===== src/rtl/sorted_timeout_queue_top_assert.svh =====
// Assertion macros for the sorted timeout queue.
// Both sample on the rising edge of clk and are off while rst is high.
`ifndef SORTED_TIMEOUT_QUEUE_TOP_ASSERT_SVH
`define SORTED_TIMEOUT_QUEUE_TOP_ASSERT_SVH

// Condition c holds in the same cycle as a.
`define STQ_ASSERT_NOW(lbl, a, c) \
  lbl: assert property (@(posedge clk) disable iff (rst) (a) |-> (c)) \
    else $error("stq check failed");

// Condition c holds in the cycle after a.
`define STQ_ASSERT_NEXT(lbl, a, c) \
  lbl: assert property (@(posedge clk) disable iff (rst) (a) |=> (c)) \
    else $error("stq check failed");

`endif


===== src/rtl/stq_pkg.sv =====
package stq_pkg;

  // Fixed field widths
  localparam int SEC_W   = 32;
  localparam int TPS_W   = 7;
  localparam int FUNC_W  = 2;
  localparam int KIND_W  = 2;
  localparam int RC_W    = 5;
  localparam int HOUT_W  = 16;

  // Expiries delivered per second boundary at most
  localparam int MAX_OUT = 16;
  localparam int POP_W   = $clog2(MAX_OUT);

  localparam logic [TPS_W-1:0] TPS_RESET = 7'd50;
  localparam logic [RC_W-1:0]  RC_MAX    = 5'd31;

  // Operation codes
  localparam logic [FUNC_W-1:0] FUNC_TICK    = 2'd0;
  localparam logic [FUNC_W-1:0] FUNC_INSTALL = 2'd1;
  localparam logic [FUNC_W-1:0] FUNC_REMOVE  = 2'd2;

  // Result kinds
  localparam logic [KIND_W-1:0] KIND_EXPIRED   = 2'd0;
  localparam logic [KIND_W-1:0] KIND_INSTALLED = 2'd1;
  localparam logic [KIND_W-1:0] KIND_FULL      = 2'd2;
  localparam logic [KIND_W-1:0] KIND_REMOVED   = 2'd3;

  typedef enum logic [2:0] {
    ST_IDLE,
    ST_INSERT,
    ST_EXPIRE,
    ST_REMOVE,
    ST_RDONE
  } state_t;

  // What every cell of the chain does this cycle
  typedef enum logic [1:0] {
    OP_HOLD,
    OP_SHIFT,
    OP_INSERT
  } cell_op_t;

  typedef struct packed {
    cell_op_t op;
    logic     load;
  } cell_ctrl_t;

endpackage


===== src/rtl/stq_cell.sv =====
module stq_cell import stq_pkg::*; #(
  parameter int HANDLE_BITS = 16
) (
  input  logic                   clk,
  input  logic                   rst,
  input  cell_ctrl_t             ctrl,
  input  logic [SEC_W-1:0]       bus_deadline,
  input  logic [HANDLE_BITS-1:0] bus_handle,
  input  logic                   prev_ge,
  input  logic                   left_valid,
  input  logic [SEC_W-1:0]       left_deadline,
  input  logic [HANDLE_BITS-1:0] left_handle,
  input  logic                   right_valid,
  input  logic [SEC_W-1:0]       right_deadline,
  input  logic [HANDLE_BITS-1:0] right_handle,
  output logic                   valid,
  output logic [SEC_W-1:0]       deadline,
  output logic [HANDLE_BITS-1:0] handle,
  output logic                   ge
);

  logic                   valid_next;
  logic [SEC_W-1:0]       deadline_next;
  logic [HANDLE_BITS-1:0] handle_next;

  // Empty cells and equal or later deadlines sit behind a new entry
  assign ge = !valid || (deadline >= bus_deadline);

  always_comb begin
    valid_next    = valid;
    deadline_next = deadline;
    handle_next   = handle;
    case (ctrl.op)
      OP_SHIFT: begin
        // move one place toward the head, or take the bus item
        if (ctrl.load) begin
          valid_next    = 1'b1;
          deadline_next = bus_deadline;
          handle_next   = bus_handle;
        end else begin
          valid_next    = right_valid;
          deadline_next = right_deadline;
          handle_next   = right_handle;
        end
      end
      OP_INSERT: begin
        // first cell at or past the new deadline takes it, the rest move back
        if (ge && !prev_ge) begin
          valid_next    = 1'b1;
          deadline_next = bus_deadline;
          handle_next   = bus_handle;
        end else if (ge) begin
          valid_next    = left_valid;
          deadline_next = left_deadline;
          handle_next   = left_handle;
        end
      end
      default: begin
      end
    endcase
  end

  always_ff @(posedge clk) begin
    if (rst) begin
      valid <= 1'b0;
    end else begin
      valid <= valid_next;
    end
  end

  always_ff @(posedge clk) begin
    deadline <= deadline_next;
    handle   <= handle_next;
  end

endmodule


===== src/rtl/sorted_timeout_queue_top.sv =====
// Sorted timeout queue.
// Input channel (in_valid/in_ready) takes func, handle and offset. A tick item
// counts the tick divider down; on reload the seconds clock advances and every
// due entry comes out on the result channel (out_valid/out_ready), earliest
// deadline first, at most 16 per second, last set on the final one. An install
// item gives one result (accepted, or refused when the table is full); a remove
// item gives one result carrying the number of entries deleted.
// cfg_valid/cfg_data writes ticks_per_second; cfg_ready is always high.
// Flow: a tick that does not reload stays idle; a reloading tick goes to the
// expire state, one result per due entry; install goes to the insert state;
// remove scans, then gives its result, and the scan rotates the whole cell
// chain past its head one place per cycle.
// Entries live in a chain of QUEUE_DEPTH cells kept in deadline order; insert
// is one parallel compare and shift across the chain.
// The result register holds its item while out_ready is low; one more input
// item with a result is taken meanwhile, waiting for the register to free up;
// non-reloading ticks go on being taken. Reset (rst, synchronous) empties the
// table, clears the clock and sets the tick divider to 50.
`include "sorted_timeout_queue_top_assert.svh"

module sorted_timeout_queue_top import stq_pkg::*; #(
  parameter int QUEUE_DEPTH = 16,
  parameter int HANDLE_BITS = 16
) (
  input  logic              clk,
  input  logic              rst,
  input  logic              in_valid,
  output logic              in_ready,
  input  logic [FUNC_W-1:0] func,
  input  logic [15:0]       handle,
  input  logic [15:0]       offset,
  output logic              out_valid,
  input  logic              out_ready,
  output logic [KIND_W-1:0] kind,
  output logic [HOUT_W-1:0] handle_out,
  output logic [RC_W-1:0]   removed_count,
  output logic              last,
  input  logic              cfg_valid,
  output logic              cfg_ready,
  input  logic [TPS_W-1:0]  cfg_data
);

  localparam int CNT_W = $clog2(QUEUE_DEPTH + 1);
  localparam int IDX_W = $clog2(QUEUE_DEPTH);

  state_t                 state;
  state_t                 state_next;
  logic [TPS_W-1:0]       ticks_per_second;
  logic [TPS_W-1:0]       ticks_left;
  logic [SEC_W-1:0]       seconds_now;
  logic [CNT_W-1:0]       count;
  logic [CNT_W-1:0]       remaining;
  logic [IDX_W-1:0]       wr_idx;
  logic [RC_W-1:0]        gone;
  logic [POP_W-1:0]       popped;
  logic [HANDLE_BITS-1:0] op_handle;
  logic [SEC_W-1:0]       ins_deadline;

  // Cell chain
  logic [QUEUE_DEPTH-1:0] cell_valid;
  logic [SEC_W-1:0]       cell_deadline [QUEUE_DEPTH];
  logic [HANDLE_BITS-1:0] cell_handle   [QUEUE_DEPTH];
  logic [QUEUE_DEPTH-1:0] cell_ge;
  cell_ctrl_t             cell_ctrl     [QUEUE_DEPTH];

  // Control outputs of the sequencer
  cell_op_t               cell_op;
  logic                   load_en;
  logic [SEC_W-1:0]       bus_deadline;
  logic [HANDLE_BITS-1:0] bus_handle;
  logic                   emit;
  logic [KIND_W-1:0]      res_kind;
  logic [HANDLE_BITS-1:0] res_handle;
  logic [RC_W-1:0]        res_count;
  logic                   res_last;

  logic in_fire;
  logic out_free;
  logic tick_wrap;
  logic full;
  logic head_exp;
  logic next_exp;
  logic exp_last;
  logic keep;

  assign cfg_ready = 1'b1;
  assign in_ready  = (state == ST_IDLE);
  assign in_fire   = in_valid && in_ready;
  assign out_free  = !out_valid || out_ready;
  assign tick_wrap = (ticks_left <= TPS_W'(1));
  assign full      = (count == CNT_W'(QUEUE_DEPTH));
  assign head_exp  = cell_valid[0] && (cell_deadline[0] <= seconds_now);
  assign next_exp  = cell_valid[1] && (cell_deadline[1] <= seconds_now);
  assign exp_last  = !next_exp || (popped == POP_W'(MAX_OUT - 1));
  assign keep      = (cell_handle[0] != op_handle);

  // Chain of cells, head at index 0
  for (genvar i = 0; i < QUEUE_DEPTH; i++) begin : g_cell
    logic                   left_valid;
    logic [SEC_W-1:0]       left_deadline;
    logic [HANDLE_BITS-1:0] left_handle;
    logic                   left_ge;
    logic                   right_valid;
    logic [SEC_W-1:0]       right_deadline;
    logic [HANDLE_BITS-1:0] right_handle;

    if (i == 0) begin : g_head
      assign left_valid    = 1'b0;
      assign left_deadline = '0;
      assign left_handle   = '0;
      assign left_ge       = 1'b0;
    end else begin : g_body
      assign left_valid    = cell_valid[i-1];
      assign left_deadline = cell_deadline[i-1];
      assign left_handle   = cell_handle[i-1];
      assign left_ge       = cell_ge[i-1];
    end

    if (i == QUEUE_DEPTH - 1) begin : g_tail
      assign right_valid    = 1'b0;
      assign right_deadline = '0;
      assign right_handle   = '0;
    end else begin : g_mid
      assign right_valid    = cell_valid[i+1];
      assign right_deadline = cell_deadline[i+1];
      assign right_handle   = cell_handle[i+1];
    end

    assign cell_ctrl[i].op   = cell_op;
    assign cell_ctrl[i].load = load_en && (wr_idx == IDX_W'(i));

    stq_cell #(
      .HANDLE_BITS (HANDLE_BITS)
    ) u_cell (
      .clk            (clk),
      .rst            (rst),
      .ctrl           (cell_ctrl[i]),
      .bus_deadline   (bus_deadline),
      .bus_handle     (bus_handle),
      .prev_ge        (left_ge),
      .left_valid     (left_valid),
      .left_deadline  (left_deadline),
      .left_handle    (left_handle),
      .right_valid    (right_valid),
      .right_deadline (right_deadline),
      .right_handle   (right_handle),
      .valid          (cell_valid[i]),
      .deadline       (cell_deadline[i]),
      .handle         (cell_handle[i]),
      .ge             (cell_ge[i])
    );
  end

  // Next state
  always_comb begin
    state_next = state;
    case (state)
      ST_IDLE: begin
        if (in_fire) begin
          case (func)
            FUNC_TICK:    state_next = tick_wrap ? ST_EXPIRE : ST_IDLE;
            FUNC_INSTALL: state_next = ST_INSERT;
            FUNC_REMOVE:  state_next = ST_REMOVE;
            default:      state_next = ST_IDLE;
          endcase
        end
      end
      ST_INSERT: begin
        if (out_free) begin
          state_next = ST_IDLE;
        end
      end
      ST_EXPIRE: begin
        if (!head_exp) begin
          state_next = ST_IDLE;
        end else if (out_free && exp_last) begin
          state_next = ST_IDLE;
        end
      end
      ST_REMOVE: begin
        if (remaining == '0) begin
          state_next = ST_RDONE;
        end
      end
      ST_RDONE: begin
        if (out_free) begin
          state_next = ST_IDLE;
        end
      end
      default: state_next = ST_IDLE;
    endcase
  end

  // Sequencer outputs: chain command and result
  always_comb begin
    cell_op      = OP_HOLD;
    load_en      = 1'b0;
    bus_deadline = ins_deadline;
    bus_handle   = op_handle;
    emit         = 1'b0;
    res_kind     = KIND_EXPIRED;
    res_handle   = cell_handle[0];
    res_count    = '0;
    res_last     = 1'b1;
    case (state)
      ST_INSERT: begin
        if (out_free) begin
          emit       = 1'b1;
          res_handle = op_handle;
          if (full) begin
            res_kind = KIND_FULL;
          end else begin
            res_kind = KIND_INSTALLED;
            cell_op  = OP_INSERT;
          end
        end
      end
      ST_EXPIRE: begin
        // pop the head, one result per cycle while the result register is free
        if (head_exp && out_free) begin
          cell_op  = OP_SHIFT;
          emit     = 1'b1;
          res_last = exp_last;
        end
      end
      ST_REMOVE: begin
        // rotate the head out; kept entries go back behind the unscanned ones
        if (remaining != '0) begin
          cell_op      = OP_SHIFT;
          bus_deadline = cell_deadline[0];
          bus_handle   = cell_handle[0];
          load_en      = keep;
        end
      end
      ST_RDONE: begin
        if (out_free) begin
          emit       = 1'b1;
          res_kind   = KIND_REMOVED;
          res_handle = op_handle;
          res_count  = gone;
        end
      end
      default: begin
      end
    endcase
  end

  // Control registers
  always_ff @(posedge clk) begin
    if (rst) begin
      state            <= ST_IDLE;
      ticks_per_second <= TPS_RESET;
      ticks_left       <= TPS_RESET;
      seconds_now      <= '0;
      count            <= '0;
      remaining        <= '0;
      wr_idx           <= '0;
      gone             <= '0;
      popped           <= '0;
      out_valid        <= 1'b0;
    end else begin
      state <= state_next;

      if (cfg_valid) begin
        ticks_per_second <= cfg_data;
      end

      if (emit) begin
        out_valid <= 1'b1;
      end else if (out_ready) begin
        out_valid <= 1'b0;
      end

      case (state)
        ST_IDLE: begin
          if (in_fire) begin
            remaining <= count;
            wr_idx    <= IDX_W'(count - CNT_W'(1));
            gone      <= '0;
            popped    <= '0;
            if (func == FUNC_TICK) begin
              if (tick_wrap) begin
                ticks_left  <= (ticks_per_second == '0) ? TPS_W'(1) : ticks_per_second;
                seconds_now <= seconds_now + SEC_W'(1);
              end else begin
                ticks_left <= ticks_left - TPS_W'(1);
              end
            end
          end
        end
        ST_INSERT: begin
          if (out_free && !full) begin
            count <= count + CNT_W'(1);
          end
        end
        ST_EXPIRE: begin
          if (emit) begin
            count  <= count - CNT_W'(1);
            popped <= popped + POP_W'(1);
          end
        end
        ST_REMOVE: begin
          if (remaining != '0) begin
            remaining <= remaining - CNT_W'(1);
            if (!keep) begin
              wr_idx <= wr_idx - IDX_W'(1);
              count  <= count - CNT_W'(1);
              if (gone != RC_MAX) begin
                gone <= gone + RC_W'(1);
              end
            end
          end
        end
        default: begin
        end
      endcase
    end
  end

  // Payload registers
  always_ff @(posedge clk) begin
    if (in_fire) begin
      op_handle    <= HANDLE_BITS'(handle);
      ins_deadline <= seconds_now + SEC_W'(offset);
    end
    if (emit) begin
      kind          <= res_kind;
      handle_out    <= HOUT_W'(res_handle);
      removed_count <= res_count;
      last          <= res_last;
    end
  end

  // Valid cells always form an unbroken run from the head
  `STQ_ASSERT_NOW(a_valid_run, 1'b1, (cell_valid & (cell_valid + QUEUE_DEPTH'(1))) == '0)

  // Fill count tracks the valid cells
  `STQ_ASSERT_NOW(a_count_match, 1'b1, $countones(cell_valid) == count)

  // A non-final expiry leaves another due entry at the head
  `STQ_ASSERT_NEXT(a_expire_more, emit && (state == ST_EXPIRE) && !res_last, head_exp)

endmodule


===== config.mk =====
export PLATFORM = sky130hd
export DESIGN_NAME = sorted_timeout_queue_top
export DESIGN_NICKNAME = d
export VERILOG_FILES = /design/src/rtl/stq_pkg.sv /design/src/rtl/stq_cell.sv /design/src/rtl/sorted_timeout_queue_top.sv
export VERILOG_INCLUDE_DIRS = /design/src /design/src/rtl
export SDC_FILE = /design/constraint.sdc
export NUM_CORES = 2
export LEC_CHECK = 0
export BUFFER_PORTS_ARGS = -buffer_cell sky130_fd_sc_hd__buf_2
export CORE_MARGIN = 2
export CORE_UTILIZATION = 61
export CTS_CLUSTER_SIZE = 10
export DETAILED_ROUTE_END_ITERATION = 8
export PLACE_DENSITY = 0.83
export SYNTH_ARGS = -nofsm -noshare
export SYNTH_HDL_FRONTEND = slang
export SYNTH_SLANG_ARGS = --single-unit

===== constraint.sdc =====
create_clock -name clk -period 8.3 [get_ports clk]
set_input_delay 0.415 -clock clk [delete_from_list [all_inputs] [get_ports clk]]
set_output_delay 0.415 -clock clk [all_outputs]
set_load 0.02 [all_outputs]

==> results.md <==
* Status: finished, final reports clean
* Sequential share of power at 0.450
* Drt total wl at roughly 190 mm
* Reg-to-Reg End: g_cell[1].u_cell.handle[14]
* Synthesized Nets at 7534
* EDFF count, synth at 840
* Net Switching at 4.18 mW
* First-pass GRT wire length at between 300 and 400 mm
* Clock latency on the worst-skew pair at a little over 0.7 ns
* GPL Wtd Cong at between 0.9 and 1
* Synth Flop Type: edfxtp_1
* Worst slew margin at 0.175
* Vias/cell at approximately 7
* Largest net degree at the start of global routing at 197
* Hold Path Class: input port to flop
* WL met2 at about 84 mm
* Kind of critical path: flop to flop
* Share of layout cells above drive strength 1 at 0.0767
* PwrDens at ~190 nW/um2
* Worst R2R Start: remaining[0]
* Cell Int Power at between 9 and 10 mW
* Tcrit/Tclk final at 0.887
* Slew Limit Fails at 0
* Worst EP required at between 8 and 9 ns
* I/O pin count at between 70 and 80
* Synth warnings at 0
* Leak pwr at 23.9 nW
* Clock power frac at 0.326
* Synth top cells by count: edfxtp_1 (840), nor2_1 (797), ha_1 (594), nand2_1 (532), a21oi_1 (510)
* Drt drc at 0
* Setup violators final at 0
* Std-Cell Rows at between 100 and 150
* WHS Endpoint: ins_deadline[0]
* Die footprint at 109000 um2
* Synthesized area at ~65000 um2
* Remaining global-route overflow at 0
* Total clock sinks at between 900 and 1000
* Inserted Diodes at 0
* Post-route ant nets at 0
* Top-count cell post-synth: edfxtp_1
* Final nets at roughly 7300
* CTS resizes at 0
* Via Count at 57600
* Die height at 331 um
* Cell total after placement at approximately 8000
* Ranking of synthesized cells by area: edfxtp_1 (39%), ha_1 (11%), mux2i_1 (5.6%), nor2_1 (4.6%), a211oi_1 (4.2%)
* Net Sw Frac at 0.312
* Setup crit end kind: flop
* Setup Skew at about 0.032 ns
* CTS tree: built
* Final Hold Violating Endpoints at 0
* Post-DP HPWL at approximately 140 mm
* WL met3 at roughly 27 mm
* Worst-path clk slew at roughly 0.050 ns
* Port bufs at ~70
* Max-cap violations at 0
* Hold_sp: offset[0]
* Finished Layout Cells at between 8000 and 9000
* Max H-tree Level at 3
* Fmax at around 140 MHz
* Wire per inst at about 24 um
* Total CTS buffers at between 100 and 150
* Fin crit period at between 7 and 8 ns
* Worst-Margin Slew at about 1.2 ns
* WHS Path Cells at 2
* CP Data Arrival Time at approximately 7.8 ns
* Mapped Cells at just under 7000
* Top Metal Used: met4
* Vias in the first global route at around 54000
* Starting density of the core at 0.617
* Tot GR Track Use at 0.344
* DRT Pass-1 Iters at 8
* Asr flop ratio synth at 0
* Area delta synth->final at 7.40%
* Detailed router's first-iteration violation count at approximately 8600
* Initial antenna violation count at 0
* Seq cells post-synth at between 900 and 1000
* Reg2reg path depth at 19
* Share of the synthesized area in the top cell type at 0.387
* Logic pwr share at 0.224
* Total negative slack at 0 ns
* VDD IR max at between 0.15 and 0.2 mV
* Wire length on met1 at 76.4 mm
* R2R Setup Slk at 0.94 ns
* Yosys cell types at 92
* RSZ-0062 raised after global routing: false
* Setup crit start kind: flop
* Worst-path fanout max at between 60 and 70
* Area leader, netlist: edfxtp_1
* Core Area at approximately 110000 um2
* Syn Area/Cell at between 9 and 10 um2
* Seq/Total Area, Yosys at 0.414
* CTS root buf: clkbuf_16
* Die width at about 330 um
* Worst-case clock buffer depth at 3
[flip-flops by register name, summed over array words and instances, names as in the netlist, 2 cells and up]
signal / count
op_handle: 16
gone: 5
popped: 4
state: 3
ins_deadline: 32
remaining: 5
ticks_left: 7
g_cell.u_cell.handle: 256
g_cell.u_cell.deadline: 512
kind: 2
seconds_now: 32
wr_idx: 4
g_cell.u_cell.valid: 16
count: 5
handle_out: 16
removed_count: 5
ticks_per_second: 7
[stage by stage]
step / total power [mW] / utilization / hold WS, ns / worst slack, ns / instance area, um2
final: 13.4 / 0.663 / 0.0527 / 0.941 / 70000
after global routing: 13.8 / 0.663 / 0.0728 / 0.820 / 70000
after CTS: 13.2 / 0.663 / 0.0383 / 1.15 / 70000
after detailed placement: 8.95 / 0.632 / 0.469 / 1.18 / 66700
after global placement: 8.78 / 0.632 / 0.465 / 1.28 / 66700
after floorplan: 8.07 / - / 0.439 / 1.09 / 65200
[repair_timing]
item | 4_1_cts | 5_1_grt
buffers inserted | 0 | 0
hold endpoints to repair | 23 | 0
hold buffers | 23 | 0
[power groups by stage]
stage               logic, mW  clock network (mW)  registers [mW]
CTS                      2.90                4.35            5.99
global placement         2.72                   0            6.07
detailed placement       2.86                   0            6.09
global route             3.26                4.52            6.04
finish                   2.99                4.36            6.02
floorplan                2.07                   0            6.00
[worst max-delay path by stage]
stage / start / end / slack (ns) / depth (start not counted)
after floorplan: remaining[0] / g_cell[1].u_cell.valid / 1.09 / 20
after global placement: remaining[0] / g_cell[1].u_cell.handle[14] / 1.28 / 19
after detailed placement: remaining[0] / g_cell[1].u_cell.handle[14] / 1.18 / 19
after CTS: remaining[0] / g_cell[1].u_cell.handle[14] / 1.15 / 19
after global routing: remaining[0] / g_cell[1].u_cell.handle[14] / 0.82 / 19
final: remaining[0] / g_cell[1].u_cell.handle[14] / 0.94 / 19
[critical path, stage by stage, from the launching register on]
cell and delay [ns]:
dfxtp_1 0.32, inv_1 0.10, ha_1 0.18, or4b_1 0.72
nand2_2 0.62, buf_4 0.51, nand2_1 0.10, nand2_1 0.09
buf_4 0.23, inv_2 0.29, ha_1 0.41, nand4_1 0.16
nor4_1 0.86, or4b_1 0.52, nor4_2 0.35, a211oi_2 0.19
a211oi_4 0.35, buf_4 0.58, o22ai_1 0.20, a31o_1 0.22
[kinds of logic (layout without fill, tap and decap cells)]
group | Yosys count | after routing | share of synthesized area
AO/OA/AOI/OAI | 2476 | 2476 | 0.241
AND/OR/NAND/NOR | 1759 | 1759 | 0.118
flip-flops | 929 | 929 | 0.414
buffers and inverters | 677 | 554 | 0.0429
adder cells (fa/ha/maj) | 596 | 596 | 0.115
multiplexers | 380 | 380 | 0.0587
XOR/XNOR | 75 | 75 | 0.0101
other | 1 | 1 | 0.0000575
[layer usage]
| metal | vias to the layer above | GRT usage |
|---|---|---|
| met5 | - | 0 |
| met4 | 0 | 0.122 |
| met3 | 427 | 0.0825 |
| met2 | 3994 | 0.509 |
| met1 | 27000 | 0.491 |
| li1 | 26200 | - |
[layout by cell type (no fill, tap or decap), drive strengths merged, types with 73 or more instances in the layout]
cell and instances:
dfxtp 89, clkbuf 163, a21oi 511, ha 594
a31o 99, mux2i 362, edfxtp 840, a31oi 291
a21o 73, nor2 797, nand4 103, inv 129
a211oi 370, nand3 77, o211ai 107, o22ai 200
o21ai 593, buf 230, nand2 534
[cell type report]
| type | instances | area [um2] |
|---|---|---|
| fill | 7842 | 35600 |
| sequential | 929 | 27000 |
| multi-input combinational | 5287 | 35800 |
| tap | 1391 | 1740 |
| clock inverter | 10 | 150 |
| clock buffer | 163 | 2930 |
| timing repair buffer | 253 | 1890 |
| inverter | 128 | 488 |
(Power assumes the default switching activity.)
